--- src/rtl/tlbpt_pkg.sv ---
// Shared types and constants for the TLB / page table translator.
// No dependencies; imported by the controller, datapath and top level.
package tlbpt_pkg;

  localparam int unsigned PAGE_COUNT  = 256;
  localparam int unsigned FRAME_BYTES = 256;
  localparam int unsigned PAGE_IDX_W  = $clog2(PAGE_COUNT);

  localparam logic [15:0] PAGE_MASK   = 16'hff00;
  localparam logic [15:0] OFFSET_MASK = 16'h00ff;
  localparam int unsigned PAGE_SHIFT  = 8;

  localparam logic [31:0] CNT_MAX = 32'hffff_ffff;

  // controller to datapath commands
  typedef struct packed {
    logic capture;  // latch address, launch page table read
    logic resolve;  // TLB compare, update state, register the result
  } tlbpt_cmd_t;

endpackage

--- src/rtl/tlbpt_ctrl.sv ---
// Controller state machine for the translator.
// Depends on tlbpt_pkg; drives the datapath through tlbpt_cmd_t.
module tlbpt_ctrl
  import tlbpt_pkg::*;
(
  input  logic       clk_i,
  input  logic       rst_ni,
  input  logic       start,
  output logic       busy,
  output tlbpt_cmd_t cmd_o
);

  localparam logic StIdle   = 1'b0;
  localparam logic StLookup = 1'b1;

  logic state_q, state_d;
  logic accept;

  assign accept = start && !busy;
  assign busy   = (state_q == StLookup);

  always_comb begin
    state_d = state_q;
    case (state_q)
      StIdle: begin
        if (start) state_d = StLookup;
      end
      StLookup: begin
        state_d = StIdle;
      end
      default: begin
        state_d = StIdle;
      end
    endcase
  end

  always_ff @(posedge clk_i or negedge rst_ni) begin
    if (!rst_ni) begin
      state_q <= StIdle;
    end else begin
      state_q <= state_d;
    end
  end

  assign cmd_o.capture = accept;
  assign cmd_o.resolve = (state_q == StLookup);

  a_accept_busy : assert property (@(posedge clk_i) disable iff (!rst_ni)
    accept |=> busy) else $error("accepted item did not raise busy");
  a_busy_one : assert property (@(posedge clk_i) disable iff (!rst_ni)
    busy |=> !busy) else $error("lookup lasted more than one cycle");
  a_cmd_excl : assert property (@(posedge clk_i) disable iff (!rst_ni)
    !(cmd_o.capture && cmd_o.resolve)) else $error("capture and resolve together");

endmodule

--- src/rtl/tlbpt_datapath.sv ---
// Datapath: FIFO TLB, page table (valid flops plus frame memory), counters.
// Depends on tlbpt_pkg; sequenced by tlbpt_ctrl commands.
module tlbpt_datapath
  import tlbpt_pkg::*;
#(
  parameter int unsigned TLB_ENTRIES = 16
) (
  input  logic        clk_i,
  input  logic        rst_ni,
  input  tlbpt_cmd_t  cmd_i,
  input  logic [15:0] logical_address_i,
  output logic        valid_o,
  output logic [15:0] physical_address_o,
  output logic [7:0]  frame_number_o,
  output logic        tlb_hit_o,
  output logic        page_fault_o,
  output logic [31:0] hit_total_o,
  output logic [31:0] fault_total_o,
  output logic [31:0] access_total_o
);

  // TLB, entry 0 is the newest
  logic [TLB_ENTRIES-1:0] tlb_valid_q;
  logic [7:0]             tlb_page_q  [TLB_ENTRIES];
  logic [7:0]             tlb_frame_q [TLB_ENTRIES];

  // page table
  logic [PAGE_COUNT-1:0]  pt_valid_q;
  logic [7:0]             pt_mem [PAGE_COUNT];
  logic [7:0]             pt_rd_q;

  logic [15:0]            addr_q;
  logic [7:0]             next_frame_q;
  logic [31:0]            hit_cnt_q, fault_cnt_q, access_cnt_q;

  logic [7:0]             page_in, page_q, offset_q;
  logic [PAGE_IDX_W-1:0]  idx_in, idx_q;
  logic                   hit;
  logic [7:0]             hit_frame;
  logic                   fault;
  logic [7:0]             frame;
  logic [15:0]            phys;

  assign page_in  = 8'((logical_address_i & PAGE_MASK) >> PAGE_SHIFT);
  assign idx_in   = PAGE_IDX_W'(page_in % PAGE_COUNT);
  assign page_q   = 8'((addr_q & PAGE_MASK) >> PAGE_SHIFT);
  assign offset_q = 8'(addr_q & OFFSET_MASK);
  assign idx_q    = PAGE_IDX_W'(page_q % PAGE_COUNT);

  // associative search, lowest matching slot wins
  always_comb begin
    hit       = 1'b0;
    hit_frame = '0;
    for (int i = TLB_ENTRIES - 1; i >= 0; i--) begin
      if (tlb_valid_q[i] && (tlb_page_q[i] == page_q)) begin
        hit       = 1'b1;
        hit_frame = tlb_frame_q[i];
      end
    end
  end

  assign fault = !hit && !pt_valid_q[idx_q];

  always_comb begin
    if (hit)        frame = hit_frame;
    else if (fault) frame = next_frame_q;
    else            frame = pt_rd_q;
  end

  assign phys = 16'((32'(frame) * FRAME_BYTES) + 32'(offset_q));

  always_ff @(posedge clk_i) begin
    if (cmd_i.capture) begin
      addr_q  <= logical_address_i;
      pt_rd_q <= pt_mem[idx_in];
    end
    if (cmd_i.resolve && fault) begin
      pt_mem[idx_q] <= next_frame_q;
    end
  end

  // TLB payload: push to the front on a fault
  always_ff @(posedge clk_i) begin
    if (cmd_i.resolve && fault) begin
      for (int i = TLB_ENTRIES - 1; i > 0; i--) begin
        tlb_page_q[i]  <= tlb_page_q[i-1];
        tlb_frame_q[i] <= tlb_frame_q[i-1];
      end
      tlb_page_q[0]  <= page_q;
      tlb_frame_q[0] <= next_frame_q;
    end
  end

  always_ff @(posedge clk_i or negedge rst_ni) begin
    if (!rst_ni) begin
      tlb_valid_q  <= '0;
      pt_valid_q   <= '0;
      next_frame_q <= '0;
      hit_cnt_q    <= '0;
      fault_cnt_q  <= '0;
      access_cnt_q <= '0;
      valid_o      <= 1'b0;
    end else begin
      valid_o <= cmd_i.resolve;
      if (cmd_i.resolve) begin
        if (access_cnt_q != CNT_MAX) access_cnt_q <= access_cnt_q + 32'd1;
        if (hit && (hit_cnt_q != CNT_MAX)) hit_cnt_q <= hit_cnt_q + 32'd1;
        if (fault) begin
          if (fault_cnt_q != CNT_MAX) fault_cnt_q <= fault_cnt_q + 32'd1;
          pt_valid_q[idx_q] <= 1'b1;
          next_frame_q      <= next_frame_q + 8'd1;
          tlb_valid_q       <= (tlb_valid_q << 1) | TLB_ENTRIES'(1);
        end
      end
    end
  end

  always_ff @(posedge clk_i) begin
    if (cmd_i.resolve) begin
      physical_address_o <= phys;
      frame_number_o     <= frame;
      tlb_hit_o          <= hit;
      page_fault_o       <= fault;
    end
  end

  assign hit_total_o    = hit_cnt_q;
  assign fault_total_o  = fault_cnt_q;
  assign access_total_o = access_cnt_q;

  a_flags_excl : assert property (@(posedge clk_i) disable iff (!rst_ni)
    valid_o |-> !(tlb_hit_o && page_fault_o)) else $error("hit and fault together");
  a_strobe_src : assert property (@(posedge clk_i) disable iff (!rst_ni)
    valid_o |-> $past(cmd_i.resolve)) else $error("strobe without lookup");
  a_fault_maps : assert property (@(posedge clk_i) disable iff (!rst_ni)
    (cmd_i.resolve && fault) |=> (tlb_valid_q[0] && pt_valid_q[$past(idx_q)]))
    else $error("fault did not record the mapping");

endmodule

--- src/rtl/tlb_page_table_translator_core.sv ---
// Flow: the accepting edge latches the address and launches the page table read; the lookup
// state registers the result and valid_o. No new item is taken during the lookup state.
// The lookup state is there for the page table frame memory: read launched at acceptance,
// its registered data used in the lookup state, where any fault also writes back.
// Reset (asynchronous, active low) clears TLB and page table valid bits, the free
// frame pointer and all counters; no clearing pass. The receiver cannot stall:
// valid_o is high for exactly one cycle per item.
module tlb_page_table_translator_core
  import tlbpt_pkg::*;
#(
  parameter int unsigned TLB_ENTRIES = 16
) (
  input  logic        clk_i,
  input  logic        rst_ni,
  input  logic        start,
  output logic        busy,
  input  logic [15:0] logical_address_i,
  output logic        valid_o,
  output logic [15:0] physical_address_o,
  output logic [7:0]  frame_number_o,
  output logic        tlb_hit_o,
  output logic        page_fault_o,
  output logic [31:0] hit_total_o,
  output logic [31:0] fault_total_o,
  output logic [31:0] access_total_o
);

  tlbpt_cmd_t cmd;

  // Two-state sequencer: idle (ready for an item) and lookup.
  tlbpt_ctrl u_ctrl (
    .clk_i  (clk_i),
    .rst_ni (rst_ni),
    .start  (start),
    .busy   (busy),
    .cmd_o  (cmd)
  );

  // TLB search, page table, frame allocation and the result register.
  // The counts presented with each item include that item.
  tlbpt_datapath #(
    .TLB_ENTRIES (TLB_ENTRIES)
  ) u_datapath (
    .clk_i              (clk_i),
    .rst_ni             (rst_ni),
    .cmd_i              (cmd),
    .logical_address_i  (logical_address_i),
    .valid_o            (valid_o),
    .physical_address_o (physical_address_o),
    .frame_number_o     (frame_number_o),
    .tlb_hit_o          (tlb_hit_o),
    .page_fault_o       (page_fault_o),
    .hit_total_o        (hit_total_o),
    .fault_total_o      (fault_total_o),
    .access_total_o     (access_total_o)
  );

endmodule

--- config.mk ---
export PLATFORM = sky130hd
export DESIGN_NAME = tlb_page_table_translator_core
export DESIGN_NICKNAME = d
export VERILOG_FILES = /design/src/rtl/tlbpt_pkg.sv /design/src/rtl/tlbpt_ctrl.sv /design/src/rtl/tlbpt_datapath.sv /design/src/rtl/tlb_page_table_translator_core.sv
export SDC_FILE = /design/constraint.sdc
export NUM_CORES = 2
export LEC_CHECK = 0
export ABC_CLOCK_PERIOD_IN_PS = 6030
export BUFFER_PORTS_ARGS = -buffer_cell sky130_fd_sc_hd__buf_2
export CELL_PAD_IN_SITES_DETAIL_PLACEMENT = 0
export CELL_PAD_IN_SITES_GLOBAL_PLACEMENT = 2
export CORE_MARGIN = 5
export CORE_UTILIZATION = 45
export DETAILED_ROUTE_END_ITERATION = 8
export PLACE_DENSITY_LB_ADDON = 0.08
export SLEW_MARGIN = 25
export SYNTH_ARGS = -nofsm -noshare
export SYNTH_HDL_FRONTEND = slang
export SYNTH_SLANG_ARGS = --single-unit
--- constraint.sdc ---
create_clock -name clk_i -period 6.03 [get_ports clk_i]
set_input_delay 1.809 -clock clk_i [delete_from_list [all_inputs] [get_ports clk_i]]
set_output_delay 1.809 -clock clk_i [all_outputs]
set_load 0.05 [all_outputs]
==> run summary <==
outcome: finished, final reports clean
RSZ-0062 raised after global routing: false
DR vias/cell: 5.83
total negative slack: 0 ns
clk buf depth: 4
met3 WL post-DR: 14600 microns
Yosys warning total: 0
number of enable flip-flop cells after synthesis: 2346
Layout Nets: 5891
chip width: 498 microns
Tmin final: 5.52 ns
Top Layer Used: met5
vias in the first global route: 55300
RePlAce Congestion: 0.795
Post-CTS Resized: 0
Die H: 498 microns
syn nets: 5307
fmax: 181 MHz
Post-Layout Cell Count: 9267
Sink Count: 2724
fraction of registers with async set/reset: 13.9%
Worst Reg2Reg Path Length in Cells: 11
crit end category: register
R2R Path Start: u_datapath.addr_q[8]
DRT iter0 DRCs: 5362
Post-DRT Antenna Nets: 0
Initial Utilization: 45.1%
CP Class: reg2reg
global-route wire length before repair: 415000 microns
hold buffers post-CTS: 0
VDD IR max: 0.290 mV
WL met2: 140000 microns
total power: 43.9 mW
die area: 248000 sq um
Synth Flop Type: edfxtp_1
R2R Path End: u_datapath.pt_mem[222][5]
Inst Count DP: 8722
Seq cells post-synth: 2724
Post-DP HPWL: 181000 microns
worst skew pair latency: 0.92 ns
DRC: 0
Post-Syn Instances: 5284
wire per inst: 31.0 microns
Overflow after GRT: 0
# IOs: 143
filler instances: 18800
drt total wl: 287000 microns
Critical Path AT: 6.05 ns
HP Class: reg2reg
core box area: 237000 sq um
post-CTS setup buffer count: 0
initial antenna violation count: 16
Power Density: 354 nW/um^2
Vias: 54000
# Max-Cap Violations: 0
Synth Cell Area: 107000 sq um
Worst EP required: 6.56 ns
H-Tree Depth: 5
Synth cell types: 74
syn_area_per_cell: 20.3 sq um
Hold Violations, Final: 0
Worst Setup EP: u_datapath.pt_mem[222][5]
DR pass1 iterations: 5
Rows: 179
post-route clock period utilization: 91.6%
CTS Buf Count: 311
Port Buffer Count: 142
sequential fraction of the synthesis area: 74.6%
gr usage total: 23.0%
Root Buffer: clkbuf_16
Worst-path clk slew: 0.06 ns
Max-slew headroom: 27.9%
Clock Skew: 0.0515 ns
Tightest Pin Transition: 1.08 ns
Setup violations, final: 0
M1 WL: 126000 microns
layout cells sized above 1: 31.5%
fin util: 52.3%
Area Growth Syn to Fin: 15.8%
Pleak: 42.0 nW
reg-to-reg slack, setup: 0.51 ns
origin of the worst setup path: u_datapath.addr_q[8]
WHS: 0.397 ns
CP Launch Type: register
critical-path maximum fanout: 61
CTS tree: yes
Final Max Slew Viols: 0
largest net degree at the start of global routing: 142
-- critical path: stages (launching register included) --
cell and delay, ns:
edfxtp_1 0.39, buf_12 0.25, buf_12 0.44, mux4_2 0.63, mux4_2 0.48, o22ai_1 0.35, o221ai_1 0.21, a21oi_2 0.46
nand3_4 0.29, inv_8 0.25, nand2b_1 0.43, nor2_1 0.80
-- registers in the layout, summed over array words and instances, names as in the netlist --
| name | count |
|---|---|
| u_ctrl.busy | 1 |
| u_datapath.access_total_o | 32 |
| u_datapath.addr_q | 16 |
| u_datapath.fault_total_o | 32 |
| u_datapath.frame_number_o | 8 |
| u_datapath.hit_total_o | 32 |
| u_datapath.next_frame_q | 8 |
| u_datapath.page_fault_o | 1 |
| u_datapath.physical_address_o | 8 |
| u_datapath.pt_mem | 2048 |
| u_datapath.pt_rd_q | 8 |
| u_datapath.pt_valid_q | 256 |
| u_datapath.tlb_frame_q | 128 |
| u_datapath.tlb_hit_o | 1 |
| u_datapath.tlb_page_q | 128 |
| u_datapath.tlb_valid_q | 16 |
| u_datapath.valid_o | 1 |
-- report_power, final --
part / switching (mW) / internal [mW]
combinational: 2.45 / 0.857
clock: 7.32 / 10.8
sequential: 0.520 / 22.0
total: 10.3 / 33.7
-- synth_stat cells, types with 7 or more instances --
cell type / number / area, sq um
mux2_2: 7 / 78.8
nor4_1: 20 / 125
nor4_2: 9 / 113
and2_1: 16 / 100
mux2i_1: 56 / 561
and4_1: 9 / 78.8
or2_2: 137 / 857
nor2_1: 184 / 691
nand4_1: 40 / 250
o22ai_1: 15 / 93.8
o211ai_1: 10 / 75.1
buf_1: 58 / 218
nand3_1: 85 / 425
and3_1: 24 / 150
clkbuf_1: 178 / 668
o21bai_1: 107 / 803
nor3_1: 188 / 941
edfxtp_1: 2346 / 70400
or2_1: 16 / 100
xor2_1: 105 / 920
a211oi_1: 9 / 67.6
dfrtp_1: 378 / 9460
inv_1: 20 / 75.1
nand2_1: 158 / 593
a21oi_1: 41 / 205
buf_2: 40 / 200
buf_4: 22 / 165
buf_6: 8 / 90.1
xnor2_1: 123 / 1080
a22oi_1: 18 / 135
o21ai_0: 20 / 100
mux4_2: 728 / 16400
nor2b_1: 13 / 81.3
-- worst min-delay path by stage --
stage / depth (start not counted) / start / end
after CTS: 0 / u_datapath.addr_q[6] / u_datapath.physical_address_o[6]
after floorplan: 0 / u_datapath.addr_q[0] / u_datapath.physical_address_o[0]
final: 0 / u_datapath.addr_q[6] / u_datapath.physical_address_o[6]
after global placement: 0 / u_datapath.addr_q[6] / u_datapath.physical_address_o[6]
after global routing: 0 / u_datapath.addr_q[6] / u_datapath.physical_address_o[6]
after detailed placement: 0 / u_datapath.addr_q[0] / u_datapath.physical_address_o[0]
-- metal layers --
metal | vias to the layer above | track usage, %
li1 | 22700 | -
met1 | 29200 | 33.8
met2 | 1730 | 37.1
met3 | 389 | 3.18
met4 | 2 | 5.41
met5 | - | 0
-- layout make-up --
cell class,count,area (sq um),area share (%)
Sequential cell,2724,79900,64.4
Multi-Input combinational cell,2230,25900,20.9
Clock buffer,389,8310,6.70
Timing Repair Buffer,577,4540,3.66
Tap cell,3167,3960,3.19
Clock inverter,153,1370,1.10
Inverter,24,97.6,0.0786
Antenna cell,3,7.51,0.00605
-- through the flow --
stage	instance area [sq um]	setup slack, ns
after floorplan	107000	0.938
after global routing	124000	0.349
after global placement	114000	0.444
final	124000	0.509
after CTS	124000	0.468
after detailed placement	114000	0.473
-- cells by family (layout without fill, tap and decap cells) --
logic type / after synthesis / count (layout) / share of synthesized area [%]
AOI/OAI and AO/OA: 272 / 272 / 1.81
xor gates and xnor gates: 228 / 228 / 1.86
adders and majority gates: 4 / 4 / 0.0467
buffers and inverters: 330 / 1143 / 1.34
DFF: 2724 / 2724 / 74.6
muxes: 791 / 791 / 15.9
other: 0 / 3 / 0
and+or+nand+nor: 935 / 935 / 4.49
-- cell usage in the layout (no fill, tap or decap), drive strengths merged, types with 105 or more instances in the layout --
| cell | Yosys | final |
|---|---|---|
| xnor2 | 123 | 123 |
| nor3 | 192 | 192 |
| dfrtp | 378 | 378 |
| edfxtp | 2346 | 2346 |
| o21bai | 107 | 107 |
| nand2 | 158 | 158 |
| xor2 | 105 | 105 |
| clkinv | 3 | 114 |
| or2 | 153 | 153 |
| mux4 | 728 | 728 |
| clkbuf | 178 | 389 |
| buf | 128 | 577 |
| nor2 | 184 | 184 |
Note: power is estimated with default switching activity, not from simulation.
